--- config.mk ---
export PLATFORM = sky130hd
export DESIGN_NAME = wildcard_glob_matcher
export DESIGN_NICKNAME = d
export VERILOG_FILES = /design/src/rtl/wgm_pkg.sv /design/src/rtl/wildcard_glob_matcher.sv /design/src/rtl/wgm_cell.sv
export SDC_FILE = /design/constraint.sdc
export NUM_CORES = 1
export LEC_CHECK = 0
export CAP_MARGIN = 10
export CORE_MARGIN = 4
export CORE_UTILIZATION = 38
export DETAILED_ROUTE_END_ITERATION = 16
export DONT_BUFFER_PORTS = 1
export GPL_ROUTABILITY_DRIVEN = 0
export SLEW_MARGIN = 20
export SYNTH_ARGS = -nofsm -noshare
export SYNTH_HDL_FRONTEND = slang
export SYNTH_SLANG_ARGS = --single-unit
--- constraint.sdc ---
create_clock -name i_clk -period 4.8 [get_ports i_clk]
set_input_delay 0.24 -clock i_clk [delete_from_list [all_inputs] [get_ports i_clk]]
set_output_delay 0.24 -clock i_clk [all_outputs]
set_load 0.05 [all_outputs]
--- src/rtl/wgm_pkg.sv ---
package wgm_pkg;

    localparam int PATTERN_MAX = 32;
    localparam int LEN_W       = $clog2(PATTERN_MAX + 1);
    localparam int IDX_W       = 5;
    localparam int CHAR_W      = 8;
    localparam int OP_W        = 2;
    localparam int CFG_IDX_W   = 1;
    localparam int CFG_DATA_W  = 6;

    // operation codes
    localparam logic [OP_W-1:0] OP_WRITE = 2'd0;
    localparam logic [OP_W-1:0] OP_TEXT  = 2'd1;
    localparam logic [OP_W-1:0] OP_END   = 2'd2;

    // configuration register indexes
    localparam logic [CFG_IDX_W-1:0] CFG_LENGTH = 1'd0;
    localparam logic [CFG_IDX_W-1:0] CFG_CASE   = 1'd1;

    localparam logic [CHAR_W-1:0] STAR_CHAR     = 8'd42;
    localparam logic [CHAR_W-1:0] QUESTION_CHAR = 8'd63;
    localparam logic [CHAR_W-1:0] UPPER_A       = 8'd65;
    localparam logic [CHAR_W-1:0] UPPER_Z       = 8'd90;
    localparam logic [CHAR_W-1:0] CASE_OFFSET   = 8'd32;

    typedef logic [PATTERN_MAX:0]   t_set;
    typedef logic [PATTERN_MAX-1:0] t_stars;

    // per-cycle control broadcast to every cell
    typedef struct packed {
        logic advance;    // text byte transfer: move the reach tokens
        logic restart;    // end of text: back to position zero
        logic case_fold;
    } t_cell_ctrl;

    function automatic logic [CHAR_W-1:0] fold_char(input logic [CHAR_W-1:0] c,
                                                    input logic fold_en);
        if (fold_en && c inside {[UPPER_A:UPPER_Z]}) begin
            return c + CASE_OFFSET;
        end
        return c;
    endfunction

    // Star closure: a star at position j passes reach from j to j+1.
    // Same recurrence as a carry chain (generate = reach & star,
    // propagate = star), so it rides on one adder.
    function automatic t_set closure(input t_set s, input t_stars star,
                                     input logic [LEN_W-1:0] len);
        t_set                 sm;
        t_set                 stm;
        t_set                 gen;
        logic [PATTERN_MAX+1:0] sum;
        logic [PATTERN_MAX+1:0] carry;
        for (int j = 0; j <= PATTERN_MAX; j++) begin
            sm[j] = s[j] && (LEN_W'(j) <= len);
        end
        for (int j = 0; j < PATTERN_MAX; j++) begin
            stm[j] = star[j] && (LEN_W'(j) < len);
        end
        stm[PATTERN_MAX] = 1'b0;
        gen   = sm & stm;
        sum   = {1'b0, stm} + {1'b0, gen};
        carry = sum ^ {1'b0, stm} ^ {1'b0, gen};
        return sm | carry[PATTERN_MAX:0];
    endfunction

endpackage

--- src/rtl/wildcard_glob_matcher.sv ---
// Channel  Dir  Handshake              Payload
// -------  ---  ---------------------  ------------------------------------
// in       in   i_in_valid/o_in_stall  i_operation, i_index, i_char_value
// out      out  o_out_valid/i_out_stall o_matched, o_no_hope
// cfg      in   i_cfg_valid/o_cfg_ready i_cfg_index, i_cfg_data
//
// One item per cycle unless the sink stalls; results pass stage 1, then stage 2.
// Stage 1: star closure, token move, then a second closure of the moved set;
// those two closure adders in series set the cycle time. Stage 2: verdict.
// Reset (synchronous, active low) sets only position zero reachable,
// length 0, case folding on; pattern bytes are not cleared.
// A held result freezes the pipe; the input stalls only while it waits.
module wildcard_glob_matcher (
    input  logic                              i_clk,
    input  logic                              i_rst_n,
    input  logic                              i_in_valid,
    output logic                              o_in_stall,
    input  logic [wgm_pkg::OP_W-1:0]          i_operation,
    input  logic [wgm_pkg::IDX_W-1:0]         i_index,
    input  logic [wgm_pkg::CHAR_W-1:0]        i_char_value,
    output logic                              o_out_valid,
    input  logic                              i_out_stall,
    output logic                              o_matched,
    output logic                              o_no_hope,
    input  logic                              i_cfg_valid,
    output logic                              o_cfg_ready,
    input  logic [wgm_pkg::CFG_IDX_W-1:0]     i_cfg_index,
    input  logic [wgm_pkg::CFG_DATA_W-1:0]    i_cfg_data
);
    import wgm_pkg::*;

    // configuration
    logic [LEN_W-1:0] r_len;      // already saturated to PATTERN_MAX
    logic             r_case;

    // pipeline control
    logic enable;
    logic acc;
    logic r_s1_valid;
    logic r_out_valid;

    // cell row
    t_cell_ctrl        ctrl;
    t_set              reach_vec;
    t_stars            star_vec;
    t_stars            handoff_vec;
    t_set              adv_vec;
    t_set              adv_cl;        // moved tokens after the star closure
    t_set              set0;
    logic [CHAR_W-1:0] text_f;
    logic              r_reach_end;   // position PATTERN_MAX
    logic              n_reach_end;

    // stage 1 payload: closed set for the verdict
    t_set   r_s1_set;

    logic r_matched;
    logic r_no_hope;

    assign o_cfg_ready = 1'b1;

    always_ff @(posedge i_clk) begin
        if (!i_rst_n) begin
            r_len  <= '0;
            r_case <= 1'b1;
        end else if (i_cfg_valid && o_cfg_ready) begin
            case (i_cfg_index)
                CFG_LENGTH: begin
                    if (i_cfg_data > CFG_DATA_W'(PATTERN_MAX)) begin
                        r_len <= LEN_W'(PATTERN_MAX);
                    end else begin
                        r_len <= LEN_W'(i_cfg_data);
                    end
                end
                CFG_CASE: r_case <= i_cfg_data[0];
                default: ;
            endcase
        end
    end

    // pipe advances unless a finished result is held by the sink
    assign enable     = !r_out_valid || !i_out_stall;
    assign o_in_stall = !enable;
    assign acc        = i_in_valid && enable;

    assign ctrl.advance   = acc && (i_operation == OP_TEXT);
    assign ctrl.restart   = acc && (i_operation == OP_END);
    assign ctrl.case_fold = r_case;

    assign text_f = fold_char(i_char_value, r_case);

    // closure of the stored tokens with the stars as of this transfer
    assign set0 = closure(reach_vec, star_vec, r_len);

    // stored reach is kept closed under the stars seen by the text byte,
    // so a later rewrite of a star does not drop positions already reached
    assign adv_cl = closure(adv_vec, star_vec, r_len);

    for (genvar i = 0; i < PATTERN_MAX; i++) begin : g_cell
        logic prev;
        if (i == 0) begin : g_first
            assign prev = 1'b0;
        end else begin : g_rest
            assign prev = handoff_vec[i-1];
        end

        wgm_cell u_cell (
            .i_clk        (i_clk),
            .i_rst_n      (i_rst_n),
            .i_ctrl       (ctrl),
            .i_wr_en      (acc && (i_operation == OP_WRITE) &&
                           (i_index == IDX_W'(i))),
            .i_wr_char    (i_char_value),
            .i_text       (text_f),
            .i_active     (LEN_W'(i) < r_len),
            .i_closed     (set0[i]),
            .i_reach_prev (prev),
            .i_reach_next (adv_cl[i]),
            .i_init       (i == 0),
            .o_reach      (reach_vec[i]),
            .o_star       (star_vec[i]),
            .o_handoff    (handoff_vec[i]),
            .o_next_adv   (adv_vec[i])
        );
    end

    // last position has no pattern byte, it only receives tokens
    assign adv_vec[PATTERN_MAX]   = handoff_vec[PATTERN_MAX-1];
    assign reach_vec[PATTERN_MAX] = r_reach_end;

    always_comb begin
        n_reach_end = r_reach_end;
        if (ctrl.advance) begin
            n_reach_end = adv_cl[PATTERN_MAX];
        end else if (ctrl.restart) begin
            n_reach_end = 1'b0;
        end
    end

    always_ff @(posedge i_clk) begin
        if (!i_rst_n) begin
            r_reach_end <= 1'b0;
        end else begin
            r_reach_end <= n_reach_end;
        end
    end

    // valid pipeline
    always_ff @(posedge i_clk) begin
        if (!i_rst_n) begin
            r_s1_valid  <= 1'b0;
            r_out_valid <= 1'b0;
        end else if (enable) begin
            r_s1_valid  <= acc;
            r_out_valid <= r_s1_valid;
        end
    end

    // stage 1: text byte -> moved and closed tokens, anything else -> closed tokens
    always_ff @(posedge i_clk) begin
        if (enable) begin
            r_s1_set <= ctrl.advance ? adv_cl : set0;
        end
    end

    // stage 2: verdict
    always_ff @(posedge i_clk) begin
        if (enable) begin
            r_matched <= r_s1_set[r_len];
            r_no_hope <= (r_s1_set == '0);
        end
    end

    assign o_out_valid = r_out_valid;
    assign o_matched   = r_matched;
    assign o_no_hope   = r_no_hope;

    // a match always leaves at least one reachable position
    assert property (@(posedge i_clk) disable iff (!i_rst_n)
        o_out_valid |-> !(o_matched && o_no_hope))
        else $error("matched and no_hope both set");

    // end of text leaves only position zero reachable
    assert property (@(posedge i_clk) disable iff (!i_rst_n)
        $past(ctrl.restart) |-> (reach_vec == t_set'(1)))
        else $error("reach set not restarted after end of text");

    // stage 1 holds an item only if one was transferred when the pipe moved
    assert property (@(posedge i_clk) disable iff (!i_rst_n)
        $past(enable) && r_s1_valid |-> $past(acc))
        else $error("stage 1 valid without an input transfer");

endmodule

--- src/rtl/wgm_cell.sv ---
module wgm_cell (
    input  logic                           i_clk,
    input  logic                           i_rst_n,
    input  wgm_pkg::t_cell_ctrl            i_ctrl,
    input  logic                           i_wr_en,
    input  logic [wgm_pkg::CHAR_W-1:0]     i_wr_char,
    input  logic [wgm_pkg::CHAR_W-1:0]     i_text,
    input  logic                           i_active,
    input  logic                           i_closed,
    input  logic                           i_reach_prev,
    input  logic                           i_reach_next,
    input  logic                           i_init,
    output logic                           o_reach,
    output logic                           o_star,
    output logic                           o_handoff,
    output logic                           o_next_adv
);
    import wgm_pkg::*;

    logic [CHAR_W-1:0] r_char;
    logic              r_reach;
    logic              n_reach;
    logic              star_stored;
    logic              keep;

    assign star_stored = (r_char == STAR_CHAR);
    // a write in this transfer already counts for the closure
    assign o_star      = i_wr_en ? (i_wr_char == STAR_CHAR) : star_stored;

    assign keep      = i_closed && i_active && star_stored;
    assign o_handoff = i_closed && i_active && !star_stored &&
                       ((r_char == QUESTION_CHAR) ||
                        (fold_char(r_char, i_ctrl.case_fold) == i_text));
    assign o_next_adv = keep || i_reach_prev;
    assign o_reach    = r_reach;

    // moved token, closed again across the row, is what gets stored
    always_comb begin
        n_reach = r_reach;
        if (i_ctrl.advance) begin
            n_reach = i_reach_next;
        end else if (i_ctrl.restart) begin
            n_reach = i_init;
        end
    end

    always_ff @(posedge i_clk) begin
        if (i_wr_en) begin
            r_char <= i_wr_char;
        end
    end

    always_ff @(posedge i_clk) begin
        if (!i_rst_n) begin
            r_reach <= i_init;
        end else begin
            r_reach <= n_reach;
        end
    end

endmodule

==> out/results.ini <==
[worst_setup_path]
critPathMaxStageDelay_ps = 510
start_kind = flip-flop
crit_required_ps = 5130
critPathMaxFanout = 4
r2r_cells = 20
cp.arrival_ps = 5480
slowest_stage = or4_4
critPathKind = flip-flop to flip-flop
cp-end-kind = flip-flop
path_cells = or3_4 -> or4_4 -> mux2i_4 -> nand2_2 -> nor2_1 -> ha_1 -> or3_4 -> a21oi_2 -> o31ai_2 -> o21bai_1 -> nand3b_1 -> a211oi_2 -> o211ai_1 -> a21oi_2 -> nor4_2 -> o41a_1 -> a221o_1 -> buf_4 -> o21ai_2 -> a21boi_1

[sta]
fin_skew_ps = 20.0
slew_headroom_pct = 32.4
min_period_over_period_pct = 107
max_freq_mhz = 194
worst-slew-pin-transition_ps = 1010
hold_viol = 0
setup_viol = 23
min_period_ps = 5150
rsz0062_at_grt = true
setup_ws_ps = -353
slew_viol_final = 0

[floorplanning]
dieHeight_um = 254
die_x_um = 254
row_count = 90
core_area_mm2 = 0.0602
io-pin-count = 32
dieArea_mm2 = 0.0647
start_util_pct = 38.3

[global_routing]
grt_overflow = 0
grt_usage_pct = 25.6
grt_max_degree = 39
grt_antenna_before_repair = 1
first_global_vias = 21800
grt_pass1_wl_um = 128000

[synthesis]
synth_simple_gate_area_share_pct = 22.3
synthAdderAreaFrac_pct = 1.90
synth_mux_area_share_pct = 2.17
yosys_warnings = 0
syn-cell-area_mm2 = 0.0230
synth-main-ff-cell = edfxtp_1
synth-compound-area-share_pct = 19.6
synth_xor_area_share_pct = 9.39
ys_types = 113
synth_top_area_share_pct = 37.9
synth_nets = 2479
postSynthCellCount = 2417
ys_seq_area_share_pct = 41.6
synthArstFlopShare_pct = 0
post-synth-top-area-cell = edfxtp_1
synth_area_leaders = edfxtp_1 38%, xnor2_1 5.1%, xor2_1 4.3%
synth_common_cells = 291 x edfxtp_1, 217 x nor2_1, 177 x nand2_1
yosysMostFrequentCell = edfxtp_1
ys_ff_latch = 333
synth_top_family_by_area = simple AND/OR/NAND/NOR gates
synth_area_per_cell_um2 = 9.54
synth_edf_count = 291

[run_status]
violations = negative setup slack
status = complete, but fails checks

[clock_tree]
clk_latency_ps = 570
clockBufferDepth = 3
ctsRootBufferMaster = clkbuf_16
path_clk_slew_ps = 60
tritoncts = built
clock-sinks = 333
cts_htree_levels = 2
numCtsBuffers = 40

[route]
wl_per_cell_um = 23.5
num_vias = 22400
route.final.wire_length_um = 85800
drt_iter0_markers = 2092
viasPerCell = 6.14
first_pass_iters = 6
final_antenna_net_count = 0
post-route-drc-count = 0

[pwr]
power_leakage_nw = 10.6
peakVddDrop_mv = 0.197
powerDensity_mw_per_mm2 = 235
power_mw = 6.92

[finish]
area_growth_pct = 27.6
nets = 2894
drive_above_1_share_pct = 25.1
utilization_pct = 48.8
insertedDiodeCount = 0

[hold_path]
min_path_type = primary input to flip-flop
hold_path_depth = 1

[placement]
dp_hpwl_um = 58200
io_buffers = 0
pre_cts_ws_ps = -345

[run]
maxCapViolCount = 0

[metrics by stage]
stage	hold slack (ps)	cells	TNS (ps)	cell area (um2)
after floorplan	339	2417	-424	23100
after global placement	325	3527	-4260	27000
after detailed placement	340	3527	-5390	27000
after CTS	31.5	3634	-2450	28900
after global routing	33.9	3645	-10260	29400
final	39.4	3645	-5030	29400
[layout by cell type (no fill, tap or decap), drive strengths merged, types with 47 or more instances in the layout]
master,instances
buf,457
edfxtp,291
nor2,220
nand2,177
a21oi,169
xnor2,134
xor2,113
nor3,108
nand3,94
nor4,81
o21ai,77
inv,71
a31oi,59
clkbuf,47
[cells by family after synthesis]
logic type / count (synthesis)
AND/OR/NAND/NOR: 949
AO/OA/AOI/OAI: 645
flip-flops: 333
XOR/XNOR: 247
buffers and inverters: 170
multiplexers: 37
adder cells (fa/ha/maj): 35
other: 1
[registers in the layout, indices dropped and copies added, names as in the netlist]
register / cells
r_reach_end: 1
r_len: 6
o_no_hope: 1
r_case: 1
g_cell.u_cell.r_char: 256
r_s1_valid: 1
g_cell.u_cell.o_reach: 32
r_s1_set: 33
o_out_valid: 1
o_matched: 1
[critical path: cells and delay by family, from the launching register on]
family	cells	cell delay [ps]
flip-flops	1	390
buffers and inverters	1	180
AND/OR/NAND/NOR	7	1720
AO/OA/AOI/OAI	10	2190
adder cells (fa/ha/maj)	1	250
multiplexers	1	170
[final timing paths]
| check | startpoint | to | slack (ps) |
|---|---|---|---|
| hold / removal | i_char_value[6] | g_cell[31].u_cell.r_char[6] | 40 |
| setup reg to reg | g_cell[1].u_cell.r_char[0] | r_s1_set[31] | -350 |
| hold reg to reg | g_cell[1].u_cell.o_reach | g_cell[1].u_cell.o_reach | 470 |
| setup / recovery | g_cell[1].u_cell.r_char[0] | r_s1_set[31] | -350 |
[what timing repair did]
item,CTS,global route
endpoints found under the hold margin,272,0
resized for setup,35,77
gates cloned,0,0
pin swaps,31,38
endpoints found under the setup margin,29,38
setup buffers,7,11
hold buffers,27,0
[power by group]
part | total, mW | internal, mW | switching, mW
registers | 3.20 | 3.17 | 0.0269
logic | 0.592 | 0.222 | 0.370
clock network | 3.13 | 1.89 | 1.24
[layer usage]
metal | GRT usage [%] | wire length (um) | vias to the layer above
li1 | - | - | 10200
met1 | 32.8 | 34500 | 10900
met2 | 42.1 | 39300 | 1093
met3 | 4.49 | 6990 | 288
met4 | 12.6 | 5010 | 0
met5 | 0 | 0 | -
[area by class of cell]
| class | count | area [um2] |
|---|---|---|
| Clock buffer | 47 | 1050 |
| Clock inverter | 26 | 288 |
| Fill cell | 5453 | 30800 |
| Inverter | 67 | 251 |
| Multi-Input combinational cell | 1914 | 13400 |
| Sequential cell | 333 | 9580 |
| Tap cell | 782 | 978 |
| Timing Repair Buffer | 476 | 3810 |
Power figures use the tool's default switching activity.
